<file path="config.mk">
export PLATFORM = sky130hd
export DESIGN_NAME = sexpr_byte_tokenizer
export DESIGN_NICKNAME = d
export VERILOG_FILES = /design/src/hw/rtl/sbt_pkg.sv /design/src/hw/rtl/sexpr_byte_tokenizer.sv
export SDC_FILE = /design/constraint.sdc
export NUM_CORES = 1
export LEC_CHECK = 0
export ABC_AREA = 1
export BUFFER_PORTS_ARGS = -buffer_cell sky130_fd_sc_hd__buf_4
export CAP_MARGIN = 20
export CORE_AREA = 2 2 225 271
export CTS_CLUSTER_DIAMETER = 60
export DETAILED_ROUTE_END_ITERATION = 8
export DIE_AREA = 0 0 227 273
export GPL_TIMING_DRIVEN = 0
export HOLD_SLACK_MARGIN = 0.15
export SETUP_SLACK_MARGIN = 0.15
export SYNTH_ARGS = -nofsm -noshare
export SYNTH_HDL_FRONTEND = slang
export SYNTH_SLANG_ARGS = --single-unit
</file>
<file path="constraint.sdc">
create_clock -name clk -period 5.65 [get_ports clk]
set_input_delay 1.13 -clock clk [delete_from_list [all_inputs] [get_ports clk]]
set_output_delay 1.13 -clock clk [all_outputs]
set_load 0.02 [all_outputs]
</file>
<file path="src/hw/rtl/sbt_pkg.sv">
// Shared types, character codes, token codes and helpers for the S-expression byte tokenizer.
`timescale 1ns / 1ps
`default_nettype none

package sbt_pkg;

	localparam int POS_BITS = 16;
	localparam logic [POS_BITS-1:0] POS_MAX = {POS_BITS{1'b1}};
	localparam logic [POS_BITS-1:0] POS_ONE = {{(POS_BITS-1){1'b0}}, 1'b1};

	// One input beat: a source byte, or the end-of-input marker.
	typedef struct packed {
		logic [7:0] source_byte;
		logic       end_mark;
	} in_t;

	// One result beat.
	typedef struct packed {
		logic [3:0]          token_kind;
		logic [7:0]          text_byte;
		logic signed [63:0]  number_value;
		logic [2:0]          error_code;
		logic [POS_BITS-1:0] start_line;
		logic [POS_BITS-1:0] start_column;
		logic                last_of_run;
	} out_t;

	typedef enum logic [2:0] {
		MODE_BETWEEN,
		MODE_COMMENT,
		MODE_SIGN,
		MODE_NUMBER,
		MODE_STRING,
		MODE_SYMBOL,
		MODE_ERROR
	} mode_t;

	localparam logic [3:0] KIND_LPAREN  = 4'd0;
	localparam logic [3:0] KIND_RPAREN  = 4'd1;
	localparam logic [3:0] KIND_NUMBER  = 4'd2;
	localparam logic [3:0] KIND_STRBYTE = 4'd3;
	localparam logic [3:0] KIND_STREND  = 4'd4;
	localparam logic [3:0] KIND_SYMBYTE = 4'd5;
	localparam logic [3:0] KIND_SYMEND  = 4'd6;
	localparam logic [3:0] KIND_EOF     = 4'd7;
	localparam logic [3:0] KIND_ERROR   = 4'd8;

	localparam logic [2:0] ERR_OVERFLOW    = 3'd0;
	localparam logic [2:0] ERR_BAD_CHAR    = 3'd1;
	localparam logic [2:0] ERR_NL_IN_STR   = 3'd2;
	localparam logic [2:0] ERR_END_IN_STR  = 3'd3;
	localparam logic [2:0] ERR_STRAY_DELIM = 3'd4;

	localparam logic [7:0] CH_TAB    = 8'h09;
	localparam logic [7:0] CH_LF     = 8'h0A;
	localparam logic [7:0] CH_VT     = 8'h0B;
	localparam logic [7:0] CH_FF     = 8'h0C;
	localparam logic [7:0] CH_CR     = 8'h0D;
	localparam logic [7:0] CH_SPACE  = 8'h20;
	localparam logic [7:0] CH_QUOTE  = 8'h27;
	localparam logic [7:0] CH_LPAREN = 8'h28;
	localparam logic [7:0] CH_RPAREN = 8'h29;
	localparam logic [7:0] CH_PLUS   = 8'h2B;
	localparam logic [7:0] CH_MINUS  = 8'h2D;
	localparam logic [7:0] CH_ZERO   = 8'h30;
	localparam logic [7:0] CH_NINE   = 8'h39;
	localparam logic [7:0] CH_SEMI   = 8'h3B;
	localparam logic [7:0] CH_BSLASH = 8'h5C;
	localparam logic [7:0] CH_LOW_N  = 8'h6E;
	localparam logic [7:0] CH_LOW_R  = 8'h72;
	localparam logic [7:0] CH_LOW_T  = 8'h74;

	localparam logic [7:0] COMMENT_START_RESET = CH_SEMI;

	function automatic logic is_space(input logic [7:0] c);
		return (c == CH_SPACE) || (c == CH_TAB) || (c == CH_LF) || (c == CH_CR) ||
			(c == CH_FF) || (c == CH_VT);
	endfunction

	function automatic logic is_digit(input logic [7:0] c);
		return (c >= CH_ZERO) && (c <= CH_NINE);
	endfunction

	function automatic logic is_delim(input logic [7:0] c);
		return (c == CH_LPAREN) || (c == CH_RPAREN) || (c == CH_SEMI) ||
			(c == CH_QUOTE) || is_space(c);
	endfunction

	function automatic out_t mk_res(input logic [3:0] kind, input logic [7:0] text,
		input logic [63:0] num, input logic [2:0] err,
		input logic [POS_BITS-1:0] line, input logic [POS_BITS-1:0] col);
		out_t r;
		r.token_kind   = kind;
		r.text_byte    = text;
		r.number_value = num;
		r.error_code   = err;
		r.start_line   = line;
		r.start_column = col;
		r.last_of_run  = 1'b0;
		return r;
	endfunction

endpackage

`default_nettype wire

</file>
<file path="src/hw/rtl/sexpr_byte_tokenizer.sv">
// Streaming S-expression tokenizer: per-byte scanner with a three-slot result buffer.
//
// Usage: source text enters on the in channel (valid/ready), one byte per beat, or an
// end-of-input beat with end_mark set. Tokens leave on the out channel, one per beat:
// parentheses, numbers, string and symbol text bytes with their end tokens, end of
// input and errors, each stamped with the line and column where the token began.
// One input beat yields zero to three result beats; last_of_run flags the final one.
// The user writes the comment start byte via cfg_we/cfg_wdata only while idle; not enforced.
//
// Results of a byte are registered and visible on the out channel the cycle after it is
// accepted. Throughput: one input beat per cycle while each beat gives at most one
// result and the receiver keeps up; a beat giving more results holds the input until
// the three-slot result buffer is down to its last result and that one is taken.
// When the receiver stalls, the current result holds steady and input stalls once
// the buffer cannot be emptied in the same cycle.
// Reset clears the scanner to "between tokens" at line 1, column 1, empties the
// buffer and restores the comment start byte to ';'. The end-of-input beat also
// returns the scanner to that state, keeping the comment start byte.
`timescale 1ns / 1ps
`default_nettype none

module sexpr_byte_tokenizer (
	input  wire logic          clk,
	input  wire logic          arst_n,
	input  wire logic          in_valid,
	output logic               in_ready,
	input  wire sbt_pkg::in_t  in_data,
	output logic               out_valid,
	input  wire logic          out_ready,
	output sbt_pkg::out_t      out_data,
	input  wire logic          cfg_we,
	input  wire logic [7:0]    cfg_wdata
);
	import sbt_pkg::*;

	// Scanner state.
	mode_t               mode_q, mode_d;
	logic                esc_q, esc_d;
	logic                neg_q, neg_d;
	logic [63:0]         acc_q, acc_d;
	logic [POS_BITS-1:0] cur_line_q, cur_line_d, cur_col_q, cur_col_d;
	logic [POS_BITS-1:0] tok_line_q, tok_line_d, tok_col_q, tok_col_d;
	logic [7:0]          comment_q;

	// Result buffer: slot 0 is the one on the out channel.
	out_t                slot_q [3];
	logic [1:0]          cnt_q;

	out_t                res_d [3];
	logic [1:0]          n_d;

	logic                accept, pop;
	logic [7:0]          c;
	logic [3:0]          dig;
	logic [7:0]          sign_byte;
	logic [63:0]         num_val;
	logic [67:0]         next_acc, lim;
	logic                ovf;

	// Outcome of opening a new token on the current byte.
	logic                st_emit, st_tok;
	mode_t               st_mode;
	out_t                st_res;
	logic                do_start;

	assign c         = in_data.source_byte;
	assign dig       = 4'(c - CH_ZERO);
	assign sign_byte = neg_q ? CH_MINUS : CH_PLUS;
	assign num_val   = neg_q ? (64'd0 - acc_q) : acc_q;

	// accum*10 + digit, checked against the signed limit for the pending sign.
	assign next_acc = {1'b0, acc_q, 3'b000} + {3'b000, acc_q, 1'b0} + {64'd0, dig};
	assign lim      = neg_q ? {4'd0, 1'b1, 63'd0} : {5'd0, {63{1'b1}}};
	assign ovf      = next_acc > lim;

	assign out_valid = (cnt_q != 2'd0);
	assign out_data  = slot_q[0];
	assign pop       = out_valid && out_ready;
	assign in_ready  = (cnt_q == 2'd0) || ((cnt_q == 2'd1) && out_ready);
	assign accept    = in_valid && in_ready;

	always_comb begin
		st_emit = 1'b0;
		st_tok  = 1'b1;
		st_mode = MODE_BETWEEN;
		st_res  = mk_res(KIND_LPAREN, 8'd0, 64'd0, 3'd0, cur_line_q, cur_col_q);
		if (is_space(c)) begin
			st_tok = 1'b0;
		end else if (c == comment_q) begin
			st_tok  = 1'b0;
			st_mode = MODE_COMMENT;
		end else if (c == CH_LPAREN) begin
			st_emit = 1'b1;
		end else if (c == CH_RPAREN) begin
			st_emit = 1'b1;
			st_res  = mk_res(KIND_RPAREN, 8'd0, 64'd0, 3'd0, cur_line_q, cur_col_q);
		end else if (c == CH_QUOTE) begin
			st_mode = MODE_STRING;
		end else if (is_digit(c)) begin
			st_mode = MODE_NUMBER;
		end else if ((c == CH_PLUS) || (c == CH_MINUS)) begin
			st_mode = MODE_SIGN;
		end else if (is_delim(c)) begin
			st_emit = 1'b1;
			st_mode = MODE_ERROR;
			st_res  = mk_res(KIND_ERROR, 8'd0, 64'd0, ERR_STRAY_DELIM, cur_line_q, cur_col_q);
		end else begin
			st_emit = 1'b1;
			st_mode = MODE_SYMBOL;
			st_res  = mk_res(KIND_SYMBYTE, c, 64'd0, 3'd0, cur_line_q, cur_col_q);
		end
	end

	always_comb begin
		mode_d     = mode_q;
		esc_d      = esc_q;
		neg_d      = neg_q;
		acc_d      = acc_q;
		cur_line_d = cur_line_q;
		cur_col_d  = cur_col_q;
		tok_line_d = tok_line_q;
		tok_col_d  = tok_col_q;
		do_start   = 1'b0;
		n_d        = 2'd0;
		for (int i = 0; i < 3; i++) begin
			res_d[i] = '0;
		end

		if (in_data.end_mark) begin
			case (mode_q)
				MODE_SIGN: begin
					res_d[n_d] = mk_res(KIND_SYMBYTE, sign_byte, 64'd0, 3'd0,
						tok_line_q, tok_col_q);
					n_d = n_d + 2'd1;
					res_d[n_d] = mk_res(KIND_SYMEND, 8'd0, 64'd0, 3'd0, tok_line_q, tok_col_q);
					n_d = n_d + 2'd1;
				end
				MODE_NUMBER: begin
					res_d[n_d] = mk_res(KIND_NUMBER, 8'd0, num_val, 3'd0, tok_line_q, tok_col_q);
					n_d = n_d + 2'd1;
				end
				MODE_SYMBOL: begin
					res_d[n_d] = mk_res(KIND_SYMEND, 8'd0, 64'd0, 3'd0, tok_line_q, tok_col_q);
					n_d = n_d + 2'd1;
				end
				MODE_STRING: begin
					res_d[n_d] = mk_res(KIND_ERROR, 8'd0, 64'd0, ERR_END_IN_STR,
						tok_line_q, tok_col_q);
					n_d = n_d + 2'd1;
				end
				default: begin
				end
			endcase
			// An open string or an earlier error closes the stream without an eof token.
			if ((mode_q != MODE_ERROR) && (mode_q != MODE_STRING)) begin
				res_d[n_d] = mk_res(KIND_EOF, 8'd0, 64'd0, 3'd0, cur_line_q, cur_col_q);
				n_d = n_d + 2'd1;
			end
			mode_d     = MODE_BETWEEN;
			esc_d      = 1'b0;
			neg_d      = 1'b0;
			acc_d      = 64'd0;
			cur_line_d = POS_ONE;
			cur_col_d  = POS_ONE;
			tok_line_d = POS_ONE;
			tok_col_d  = POS_ONE;
		end else begin
			case (mode_q)
				MODE_BETWEEN: begin
					do_start = 1'b1;
				end
				MODE_COMMENT: begin
					if (c == CH_LF) begin
						mode_d = MODE_BETWEEN;
					end
				end
				MODE_SIGN: begin
					if (is_digit(c)) begin
						mode_d = MODE_NUMBER;
						acc_d  = {60'd0, dig};
					end else begin
						// A sign with no digit behind it is the first byte of a symbol.
						res_d[n_d] = mk_res(KIND_SYMBYTE, sign_byte, 64'd0, 3'd0,
							tok_line_q, tok_col_q);
						n_d = n_d + 2'd1;
						if (is_delim(c)) begin
							res_d[n_d] = mk_res(KIND_SYMEND, 8'd0, 64'd0, 3'd0,
								tok_line_q, tok_col_q);
							n_d = n_d + 2'd1;
							do_start = 1'b1;
						end else begin
							mode_d = MODE_SYMBOL;
							res_d[n_d] = mk_res(KIND_SYMBYTE, c, 64'd0, 3'd0,
								tok_line_q, tok_col_q);
							n_d = n_d + 2'd1;
						end
					end
				end
				MODE_NUMBER: begin
					if (is_digit(c)) begin
						if (ovf) begin
							mode_d = MODE_ERROR;
							res_d[n_d] = mk_res(KIND_ERROR, 8'd0, 64'd0, ERR_OVERFLOW,
								tok_line_q, tok_col_q);
							n_d = n_d + 2'd1;
						end else begin
							acc_d = next_acc[63:0];
						end
					end else if (is_delim(c)) begin
						res_d[n_d] = mk_res(KIND_NUMBER, 8'd0, num_val, 3'd0,
							tok_line_q, tok_col_q);
						n_d = n_d + 2'd1;
						do_start = 1'b1;
					end else begin
						mode_d = MODE_ERROR;
						res_d[n_d] = mk_res(KIND_ERROR, 8'd0, 64'd0, ERR_BAD_CHAR,
							tok_line_q, tok_col_q);
						n_d = n_d + 2'd1;
					end
				end
				MODE_STRING: begin
					if (esc_q) begin
						esc_d = 1'b0;
						res_d[n_d] = mk_res(KIND_STRBYTE,
							(c == CH_LOW_N) ? CH_LF :
							(c == CH_LOW_R) ? CH_CR :
							(c == CH_LOW_T) ? CH_TAB : c,
							64'd0, 3'd0, tok_line_q, tok_col_q);
						n_d = n_d + 2'd1;
					end else if (c == CH_QUOTE) begin
						mode_d = MODE_BETWEEN;
						res_d[n_d] = mk_res(KIND_STREND, 8'd0, 64'd0, 3'd0,
							tok_line_q, tok_col_q);
						n_d = n_d + 2'd1;
					end else if (c == CH_LF) begin
						mode_d = MODE_ERROR;
						res_d[n_d] = mk_res(KIND_ERROR, 8'd0, 64'd0, ERR_NL_IN_STR,
							tok_line_q, tok_col_q);
						n_d = n_d + 2'd1;
					end else if (c == CH_BSLASH) begin
						esc_d = 1'b1;
					end else begin
						res_d[n_d] = mk_res(KIND_STRBYTE, c, 64'd0, 3'd0,
							tok_line_q, tok_col_q);
						n_d = n_d + 2'd1;
					end
				end
				MODE_SYMBOL: begin
					if (is_delim(c)) begin
						res_d[n_d] = mk_res(KIND_SYMEND, 8'd0, 64'd0, 3'd0,
							tok_line_q, tok_col_q);
						n_d = n_d + 2'd1;
						do_start = 1'b1;
					end else begin
						res_d[n_d] = mk_res(KIND_SYMBYTE, c, 64'd0, 3'd0,
							tok_line_q, tok_col_q);
						n_d = n_d + 2'd1;
					end
				end
				default: begin
					// Error state swallows everything up to the end marker.
					mode_d = MODE_ERROR;
				end
			endcase

			// A byte between tokens, or the delimiter that closed a token, may open the next one.
			if (do_start) begin
				mode_d = st_mode;
				if (st_emit) begin
					res_d[n_d] = st_res;
					n_d = n_d + 2'd1;
				end
				if (st_tok) begin
					tok_line_d = cur_line_q;
					tok_col_d  = cur_col_q;
				end
				if (st_mode == MODE_STRING) begin
					esc_d = 1'b0;
				end
				if (st_mode == MODE_NUMBER) begin
					neg_d = 1'b0;
					acc_d = {60'd0, dig};
				end
				if (st_mode == MODE_SIGN) begin
					neg_d = (c == CH_MINUS);
					acc_d = 64'd0;
				end
			end

			// Source position, saturating.
			if (c == CH_LF) begin
				if (cur_line_q != POS_MAX) begin
					cur_line_d = cur_line_q + POS_ONE;
				end
				cur_col_d = POS_ONE;
			end else if (cur_col_q != POS_MAX) begin
				cur_col_d = cur_col_q + POS_ONE;
			end
		end

		if (n_d != 2'd0) begin
			res_d[n_d - 2'd1].last_of_run = 1'b1;
		end
	end

	always_ff @(posedge clk or negedge arst_n) begin
		if (!arst_n) begin
			mode_q     <= MODE_BETWEEN;
			esc_q      <= 1'b0;
			neg_q      <= 1'b0;
			acc_q      <= 64'd0;
			cur_line_q <= POS_ONE;
			cur_col_q  <= POS_ONE;
			tok_line_q <= POS_ONE;
			tok_col_q  <= POS_ONE;
			comment_q  <= COMMENT_START_RESET;
			cnt_q      <= 2'd0;
		end else begin
			if (cfg_we) begin
				comment_q <= cfg_wdata;
			end
			if (accept) begin
				mode_q     <= mode_d;
				esc_q      <= esc_d;
				neg_q      <= neg_d;
				acc_q      <= acc_d;
				cur_line_q <= cur_line_d;
				cur_col_q  <= cur_col_d;
				tok_line_q <= tok_line_d;
				tok_col_q  <= tok_col_d;
				cnt_q      <= n_d;
			end else if (pop) begin
				cnt_q <= cnt_q - 2'd1;
			end
		end
	end

	// Buffer payload: loaded whole on an accepted beat, shifted down on each taken result.
	always_ff @(posedge clk) begin
		if (accept) begin
			slot_q[0] <= res_d[0];
			slot_q[1] <= res_d[1];
			slot_q[2] <= res_d[2];
		end else if (pop) begin
			slot_q[0] <= slot_q[1];
			slot_q[1] <= slot_q[2];
		end
	end

endmodule

`default_nettype wire

</file>
# Word level (Yosys, flattened, before mapping)
# Memories as Yosys holds them, arrays and structs flattened.
# Index checks and enable logic that the tools add are counted.
[word_totals]
latch_bits = 0
rom_bits = 0
input_bits = 22
ram_bits = 336
out_inout_bits = 114
register_bits = 143
mem_count = 1
[op_classes]
bitwise = 5
mul = 0
eq_ne = 37
reduce_logical = 38
n_lt_le_gt_ge = 9
n_mux = 134
shift = 0
addsub = 10
div_mod_pow = 0
[mem_list]
columns = ["memory", "words", "word_bits", "read_ports", "rd_ports_with_merged_regs", "wr", "line_no", "text"]
rows = [
  ["slot_q", 3, 112, 3, 0, 3, "sexpr_byte_tokenizer.sv:46", "out_t slot_q [3];"],
]
[ops]
columns = ["op", "count"]
rows = [
  ["$mux 112", 23],
  ["$mux 336", 5],
  ["$bwmux 336", 3],
  ["$pmux 112 s4", 2],
  ["$demux 112 s2", 3],
  ["$mux 64", 9],
  ["$mux 223", 1],
  ["$mux 110", 2],
  ["$mux 16", 12],
  ["$pmux 64 s2", 1],
  ["$mux 111", 1],
  ["$add 67x65->68", 1],
  ["$add 68x4->68", 1],
  ["$gt 68x64->1", 1],
  ["$sub 1x64->64 const A", 1],
  ["$mux 3", 19],
  ["$eq 8x6->1 const B", 7],
  ["$eq 8x4->1 const B", 5],
  ["$mux 1", 35],
  ["$add 16x1->16 const B", 2],
  ["$eq 8x7->1 const B", 4],
  ["$ne 16x16->1 const B", 2],
  ["$mux 8", 3],
  ["$mux 2", 11],
  ["other kinds (33)", 79],
]

# Depth between registers and ports, before layout
# Gate-level depths: netlist (run 1).
[depth]
word_depth = 22
ltp_mapped = 43
depth_no_buf = 42

# Worst setup path after synthesis (run 1)
# No wires, ideal clock.
[synth_path]
path_kind = "input -> register"
from = "input port in_data[4] (netlist name)"
to = "memory slot_q[0][81] (netlist name), data pin"
required_ns = 5.383
path_buffers = 1
arrival_time_ns = 5.743
setup_slack_ns = -0.361
setup_ns = 0.267
stages = 37
cell_sequence = "fa_1 > inv_1 > fa_1 > nand3b_1 > nand2_1 > nand2_1 > nand2_1 > a21oi_1 > o21ai_0 > a21oi_1 > inv_1 > a21o_1 > nand2_1 > inv_1 > nor2_1 > nand2_1 > nand2_1 > ha_1 > nand2_1 > nor3_1 > nand2_1 > nor3_1 > nand4_1 > nand2_1 > nand2_2 > a21boi_2 > ha_1 > nand2_4 > nand2_1 > inv_2 > nor2_2 > inv_2 > nand2_2 > inv_2 > buf_4 > o21ai_1 > a21oi_1"
[synth_rtl]
columns = ["element", "line_no", "text"]
rows = [
  ["start, declared", "sexpr_byte_tokenizer.sv:27", "input wire sbt_pkg::in_t in_data,"],
  ["end, declared", "sexpr_byte_tokenizer.sv:46", ""],
]

==> results of run 1 <==
## sequential cells by signal, indices dropped and copies added, names as in the netlist
signal	count
neg_q	1
tok_col_q	16
slot_q	202
esc_q	1
cur_line_q	16
comment_q	8
cnt_q	2
mode_q	3
acc_q	64
cur_col_q	16
tok_line_q	16
## worst max-delay path by stage
stage	start	to	slack, ns
4_1_cts	in_data[4]	slot_q[0][23]	-0.13
3_5_place_dp	in_data[4]	slot_q[0][23]	-1.99
5_1_grt	in_data[4]	slot_q[0][9]	-0.37
6_report	in_data[4]	slot_q[0][9]	-0.18
3_3_place_gp	in_data[4]	slot_q[0][23]	-2.40
2_1_floorplan	in_data[4]	slot_q[0][81]	0.05
## worst max-delay path: cells and delay by family
kind / cells / cell delay [ns]
and+or+nand+nor: 21 / 1.91
adders and majority gates: 4 / 1.38
AOI/OAI and AO/OA: 8 / 0.99
buffers and inverters: 7 / 0.70
## metal layers
metal / up-vias / track usage (%) / share of wire (%)
met4: 2 / 18.9 / 6.3
met3: 337 / 3.89 / 6.0
li1: 12500 / - / -
met1: 12300 / 36.2 / 39
met5: - / 0 / 0.014
met2: 1018 / 53.2 / 49
## power groups by stage
stage	registers, W	clock network (W)	logic, W
after floorplan	0.00439	0	0.00674
after global placement	0.00469	0	0.00968
after detailed placement	0.00455	0	0.00987
after CTS	0.00452	0.00271	0.0108
after global routing	0.00466	0.00280	0.0123
final	0.00456	0.00267	0.0113
## logic make-up (layout without fill, tap and decap cells)
family                   after synthesis  count (layout)
flip-flops                           345             345
AND/OR/NAND/NOR                     1399            1399
adder cells (fa/ha/maj)              204             204
buffers and inverters                620             913
AO/OA/AOI/OAI                        858             858
XOR/XNOR                              94              94
## synthesized netlist by cell type, types with 14 or more instances
master and count:
o21ai_1 44, dfrtp_1 134, o21bai_1 19, nor3_1 45, o21ai_0 332, o221ai_1 34
buf_4 130, nand4_1 25, a21oi_1 211, inv_1 327, xnor2_1 24, clkbuf_1 105
a21o_1 14, nor2_2 14, nand2_1 691, o2111ai_1 16, xor2_1 70, nor4_1 24
a211oi_1 22, o31ai_1 23, inv_2 24, nand3_1 195, buf_2 17, a31oi_1 16
nor2_1 356, edfxtp_1 202, o211ai_1 64, ha_1 202
## metrics by stage
| step | hold slack, ns | instance area, µm² | TNS (ns) | worst slack [ns] |
|---|---|---|---|---|
| final | 0.406 | 32800 | -9.72 | -0.185 |
| after CTS | 0.420 | 32200 | -6.50 | -0.128 |
| after detailed placement | 0.488 | 29200 | -403.38 | -1.99 |
| after global placement | 0.484 | 29100 | -680.27 | -2.40 |
| after global routing | 0.432 | 32800 | -54.49 | -0.368 |
| after floorplan | 0.465 | 27100 | 0 | 0.0480 |
## what timing repair did
action,CTS,global route
endpoints found under the setup margin,268,267
hold buffers,0,0
pin swaps,57,39
resized for setup,263,124
cloned,2,3
buffers inserted,63,11
## area by class of cell
type                       instances  area share (%)
clock inverter                    20           0.653
clock buffer                      56            3.39
sequential                       345            29.5
tap                              800            3.05
inverter                         354            4.16
timing repair buffer             217            5.94
multi-input combinational       2555            47.8
buffer                           266            5.58
==> metrics.md, run 1 <==
| Metric | Value |
|---|---|
| Switch Pwr | 0.00918 W |
| Overall power | 0.0186 W |
| Gr usage total | 30.8% |
| Post-synthesis mux area share | 0% |
| Die X | 227 µm |
| Worst-case headroom to the max-slew limit | 18.2% |
| Yosys cell types | 71 |
| Synth Area in XOR/XNOR | 3.05% |
| Initial antenna violation count | 2 |
| Post-synthesis compound-gate area fraction | 18.8% |
| Final Hold Vio Count | 0 |
| Worst Clk Skew | 0.0525 ns |
| Final setup fails | 150 |
| Drc violations | 0 |
| Leak | 14.4 nW |
| PortBufs | 133 |
| Die Y | 273 µm |
| Largest net degree at the start of global routing | 100 |
| Comb pwr share | 61.1% |
| Worst R2R End | slot_q[0][9] |
| CTS Buf Count | 41 |
| Crit start category | input pin |
| Commonest non-fill, non-tap cells in the layout | 663 x nand2_1, 348 x nor2_1, 317 x inv_1 |
| # nets final | 4,006 |
| Core Area | 0.0593 mm² |
| Buffer type at the clock tree root | clkbuf_16 |
| GRT overflow | 0 |
| RSZ-0062 raised after global routing | yes |
| Leading area contributor after synthesis | edfxtp_1 |
| Clk buf depth | 3 |
| Fin crit period | 5.83 ns |
| Antenna Cells | 0 |
| Switch share | 49.4% |
| Cell Pwr Density | 566 mW/mm² |
| Fill cell count | 5,819 |
| Critical Path Fanout Max | 10 |
| DP Cell Count | 4,457 |
| Routed wire per std cell | 20.8 µm |
| Max Cap Viol | 0 |
| Mapped Nets | 3,746 |
| Total die area | 0.0620 mm² |
| Avg Cell Area, Syn | 7.67 µm² |
| Share of synthesized registers carrying an async set or reset | 41.4% |
| Final WL | 95,900 µm |
| Number of global-route vias before repair | 25.9k |
| Reg-to-reg critical path startpoint | acc_q[9] |
| Slowest CP cell | fa_1 |
| Fmax | 171 MHz |
| Final Non-Filler Cells | 4,613 |
| Main combinational cell family by area after synthesis | simple AND/OR/NAND/NOR gates |
| Critical Path RT | 5.98 ns |
| Adder-Cell Fraction of Synth Area | 9.51% |
| Dominant cells by area after synthesis | edfxtp_1 22%, dfrtp_1 12%, nand2_1 9.6% |
| CP max stage delay | 0.54 ns |
| Yosys top cell area share | 22.5% |
| Critical path class | in2reg |
| Int Pwr | 0.00938 W |
| Simple-gate share of the synthesized area | 22.1% |
| Most common cell after layout, fill and taps aside | nand2_1 |
| Layout cells sized above 1 | 19.5% |
| Reg2reg setup slack | -0.17 ns |
| Yosys warns | 0 |
| Clk slew on worst S/H paths | 0.06 ns |
| Pre-antenna DRT Iters | 6 |
| Most Frequent Cell on Critical Path | nand2_2 |
| DP HPWL | 70,300 µm |
| Routed via count | 26.2k |
| Via/cell ratio | 5.68 |
| Synthesized area | 0.0270 mm² |
| Slew Limit Fails | 0 |
| Synth-to-layout area growth | 21.4% |
| First-pass GRT wire length | 146,000 µm |
| Area occupied by multi-input gates | 0.0157 mm² |
| Register Area | 0.00966 mm² |
| DRT antenna net count | 0 |
| Period utilization | 103% |
| Status | complete, but fails checks |
| Worst VDD drop | 0.410 mV |
| Worst path arrival time | 6.17 ns |
| Io pins | 136 |
| Final setup margin | -0.185 ns |
| Row cnt | 98 |
| Depth of the CTS H-tree | 2 |
| Clock sink count | 345 |
| FF-to-FF path depth | 35 |
| Insertion delay to the later sink of the worst-skew pair | 0.63 ns |
| Starting Density | 45.5% |
| Clock share of power | 14.4% |
| Placer congestion estimate | 1.03 |
| Reg power frac | 24.6% |
| Setup crit end kind | register |
| Sequential cell area fraction in the yosys report | 35.8% |
| Hold Crit Class | in2async |
| Tightest Pin Transition | 1.23 ns |
| Number of enable flip-flop cells after synthesis | 202 |
| Post-synthesis register bit count | 345 |
| Drt initial violations | 2,111 |
| Synth Flop Type | edfxtp_1 |
| CTS tree | yes |
| Violated checks | setup timing |
| Final core area utilization | 55.2% |
| Gate Count Post-Synth | 3,520 |
Note: power is estimated with default switching activity, not from simulation.
==> run 2, diff against run 1 <==
- RECOVER_POWER: not set -> 25
==> metrics.md, run 2 (synthesis results as in run 1) <==
| Metric | Value |
|---|---|
| Crit start category | input pin |
| Top sig layer | met5 |
| DRT antenna net count | 0 (unchanged) |
| Final Non-Filler Cells | 4,613 (unchanged) |
| Via/cell ratio | 5.67 (-0.23%) |
| Initial antenna violation count | 2 (unchanged) |
| Drc violations | 0 (unchanged) |
| Fin crit period | 5.82 ns (-0.0111 ns) |
| Row cnt | 98 (unchanged) |
| Violated checks | capacitance limit, slew limit, setup timing |
| Final core area utilization | 55.2% (-0.059 points) |
| Die X | 227 µm (unchanged) |
| Tightest Pin Transition | 3.18 ns (+1.95 ns) |
| Register with the most flip-flops | slot_q |
| Largest net degree at the start of global routing | 100 (unchanged) |
| Fmax | 172 MHz (+0.19%) |
| DP Cell Count | 4,457 (unchanged) |
| Core Area | 0.0593 mm² (unchanged) |
| Routed length on met3 | 5580 µm (-2.6%) |
| Status | complete, but fails checks |
| CTS tree | yes |
| Clk slew on worst S/H paths | 0.06 ns (about the same) |
| Pre-antenna DRT Iters | 6 (unchanged) |
| Leak | 14.4 nW (-0.13%) |
| Insertion delay to the later sink of the worst-skew pair | 0.63 ns (about the same) |
| Synth-to-layout area growth | 21.3% |
| GRT overflow | 0 (unchanged) |
| Period utilization | 103% (-0.20 points) |
| # nets final | 4,006 (unchanged) |
| DP HPWL | 70,300 µm (unchanged) |
| Depth of the CTS H-tree | 2 (unchanged) |
| CP delay by family, top | simple AND/OR/NAND/NOR gates |
| Setup crit end kind | register |
| Number of global-route vias before repair | 25.9k (unchanged) |
| PortBufs | 133 (unchanged) |
| Worst path bufs/invs | 7 (unchanged) |
| Clk buf depth | 3 (unchanged) |
| Placer congestion estimate | 1.03 (unchanged) |
| CP max stage delay | 0.54 ns (about the same) |
| Final setup margin | -0.174 ns (+0.0111 ns) |
| Total die area | 0.0620 mm² (unchanged) |
| Worst-case headroom to the max-slew limit | -112% (-130 points) |
| Top flop regs | slot_q: 202 flops, acc_q: 64 flops |
| Critical Path Fanout Max | 10 (unchanged) |
| Buffer type at the clock tree root | clkbuf_16 |
| WL met1 | 37,500 µm (+0.41%) |
| Final WL | 95,700 µm (-0.16%) |
| Final setup fails | 160 (+6.7%) |
| Most common cell after layout, fill and taps aside | nand2_1 |
| Max reg flops | 202 (unchanged) |
| RSZ-0062 raised after global routing | yes |
| Critical path class | in2reg |
| Post-route setup TNS | -10.56 ns (-0.838 ns) |
| Routed wire per std cell | 20.8 µm (-0.16%) |
| Clock sink count | 345 (unchanged) |
| Drt initial violations | 2,172 (+2.9%) |
| Most Frequent Cell on Critical Path | nand2_2 |
| Antenna Cells | 0 (unchanged) |
| Critical Path RT | 5.98 ns (about the same) |
| First-pass GRT wire length | 146,000 µm (unchanged) |
| Hold Crit Class | reg2reg |
| CTS Buf Count | 41 (unchanged) |
| Max Cap Viol | 1 (+1) |
| Cell Pwr Density | 567 mW/mm² (+0.14%) |
| Worst path arrival time | 6.16 ns (about the same) |
| Routed via count | 26.1k (-0.23%) |
| Worst Clk Skew | 0.0526 ns (+0.0000488 ns) |
| Layout cells sized above 1 | 19.5% (-0.052 points) |
| Commonest non-fill, non-tap cells in the layout | 663 x nand2_1, 348 x nor2_1, 317 x inv_1 |
| Final Hold Vio Count | 0 (unchanged) |
| Starting Density | 45.5% (unchanged) |
| Slew Limit Fails | 117 (+117) |
| Die Y | 273 µm (unchanged) |
| Io pins | 136 (unchanged) |
| Slowest CP cell | fa_1 |
| DR WL met2 | 46,700 µm (-0.11%) |
| Hold WS | 0.498 ns (+0.0922 ns) |
| Worst VDD drop | 0.409 mV (-0.27%) |
| Gr usage total | 30.8% (unchanged) |
[run 2: worst paths after layout]
path	startpoint	endpoint	slack (ns)	cells after the start
max in group asynchronous	arst_n	acc_q[5]	1.06	2
max reg2reg	acc_q[9]	slot_q[0][9]	-0.17	35
min in group asynchronous	arst_n	cur_col_q[11]	1.54	1
min	comment_q[4]	comment_q[4]	0.50	2
min reg2reg	comment_q[4]	comment_q[4]	0.50	2
max	in_data[4]	slot_q[0][9]	-0.17	40
[run 2: through the flow]
step,power (W),cell area [µm²],setup WS [ns]
global route,0.0198,32700,-0.368
global placement,0.0144,29100,-2.40
detailed placement,0.0144,29200,-1.99
floorplan,0.0111,27100,0.0480
finish,0.0186,32700,-0.174
CTS,0.0180,32200,-0.128
[run 2: cell type report]
cell class              instances  area (µm²)
clock buffers                  56        1110
flip-flops and latches        345        9660
fillers                      5823       26600
clock inverters                20         214
well taps                     800        1000
inverters                     354        1360
multi-input cells            2555       15700
plain buffers                 266        1830
repair buffers                217        1910
[run 2: layer usage]
metal | global-route usage [%] | vias to the layer above
met5 | 0 | -
met4 | 18.9 | 2
met3 | 3.89 | 326
met2 | 53.2 | 987
met1 | 36.2 | 12300
li1 | - | 12500
[run 2: worst register-to-register path, delay by kind of cell, from the launching register on]
kind,cells,cell delay [ns]
simple gates,21,2.04
fa+ha+maj,4,1.27
compound gates,7,1.03
flops,1,0.59
buf+inv,2,0.37
xor+xnor,1,0.22
[run 2: report_power, final]
part	total [W]	switching, W	internal [W]
Clock	0.00267	0.00121	0.00146
Combinational	0.0113	0.00724	0.00410
Sequential	0.00456	0.000740	0.00382
Total	0.0186	0.00919	0.00938
[run 2: timing repair]
| action | in CTS | in global routing |
|---|---|---|
| endpoints found under the setup margin | 268 | 267 |
| hold buffers | 0 | 0 |
| pin swaps | 57 | 39 |
| gates cloned | 2 | 3 |
| gates resized for setup | 263 | 124 |
| setup buffers | 63 | 11 |
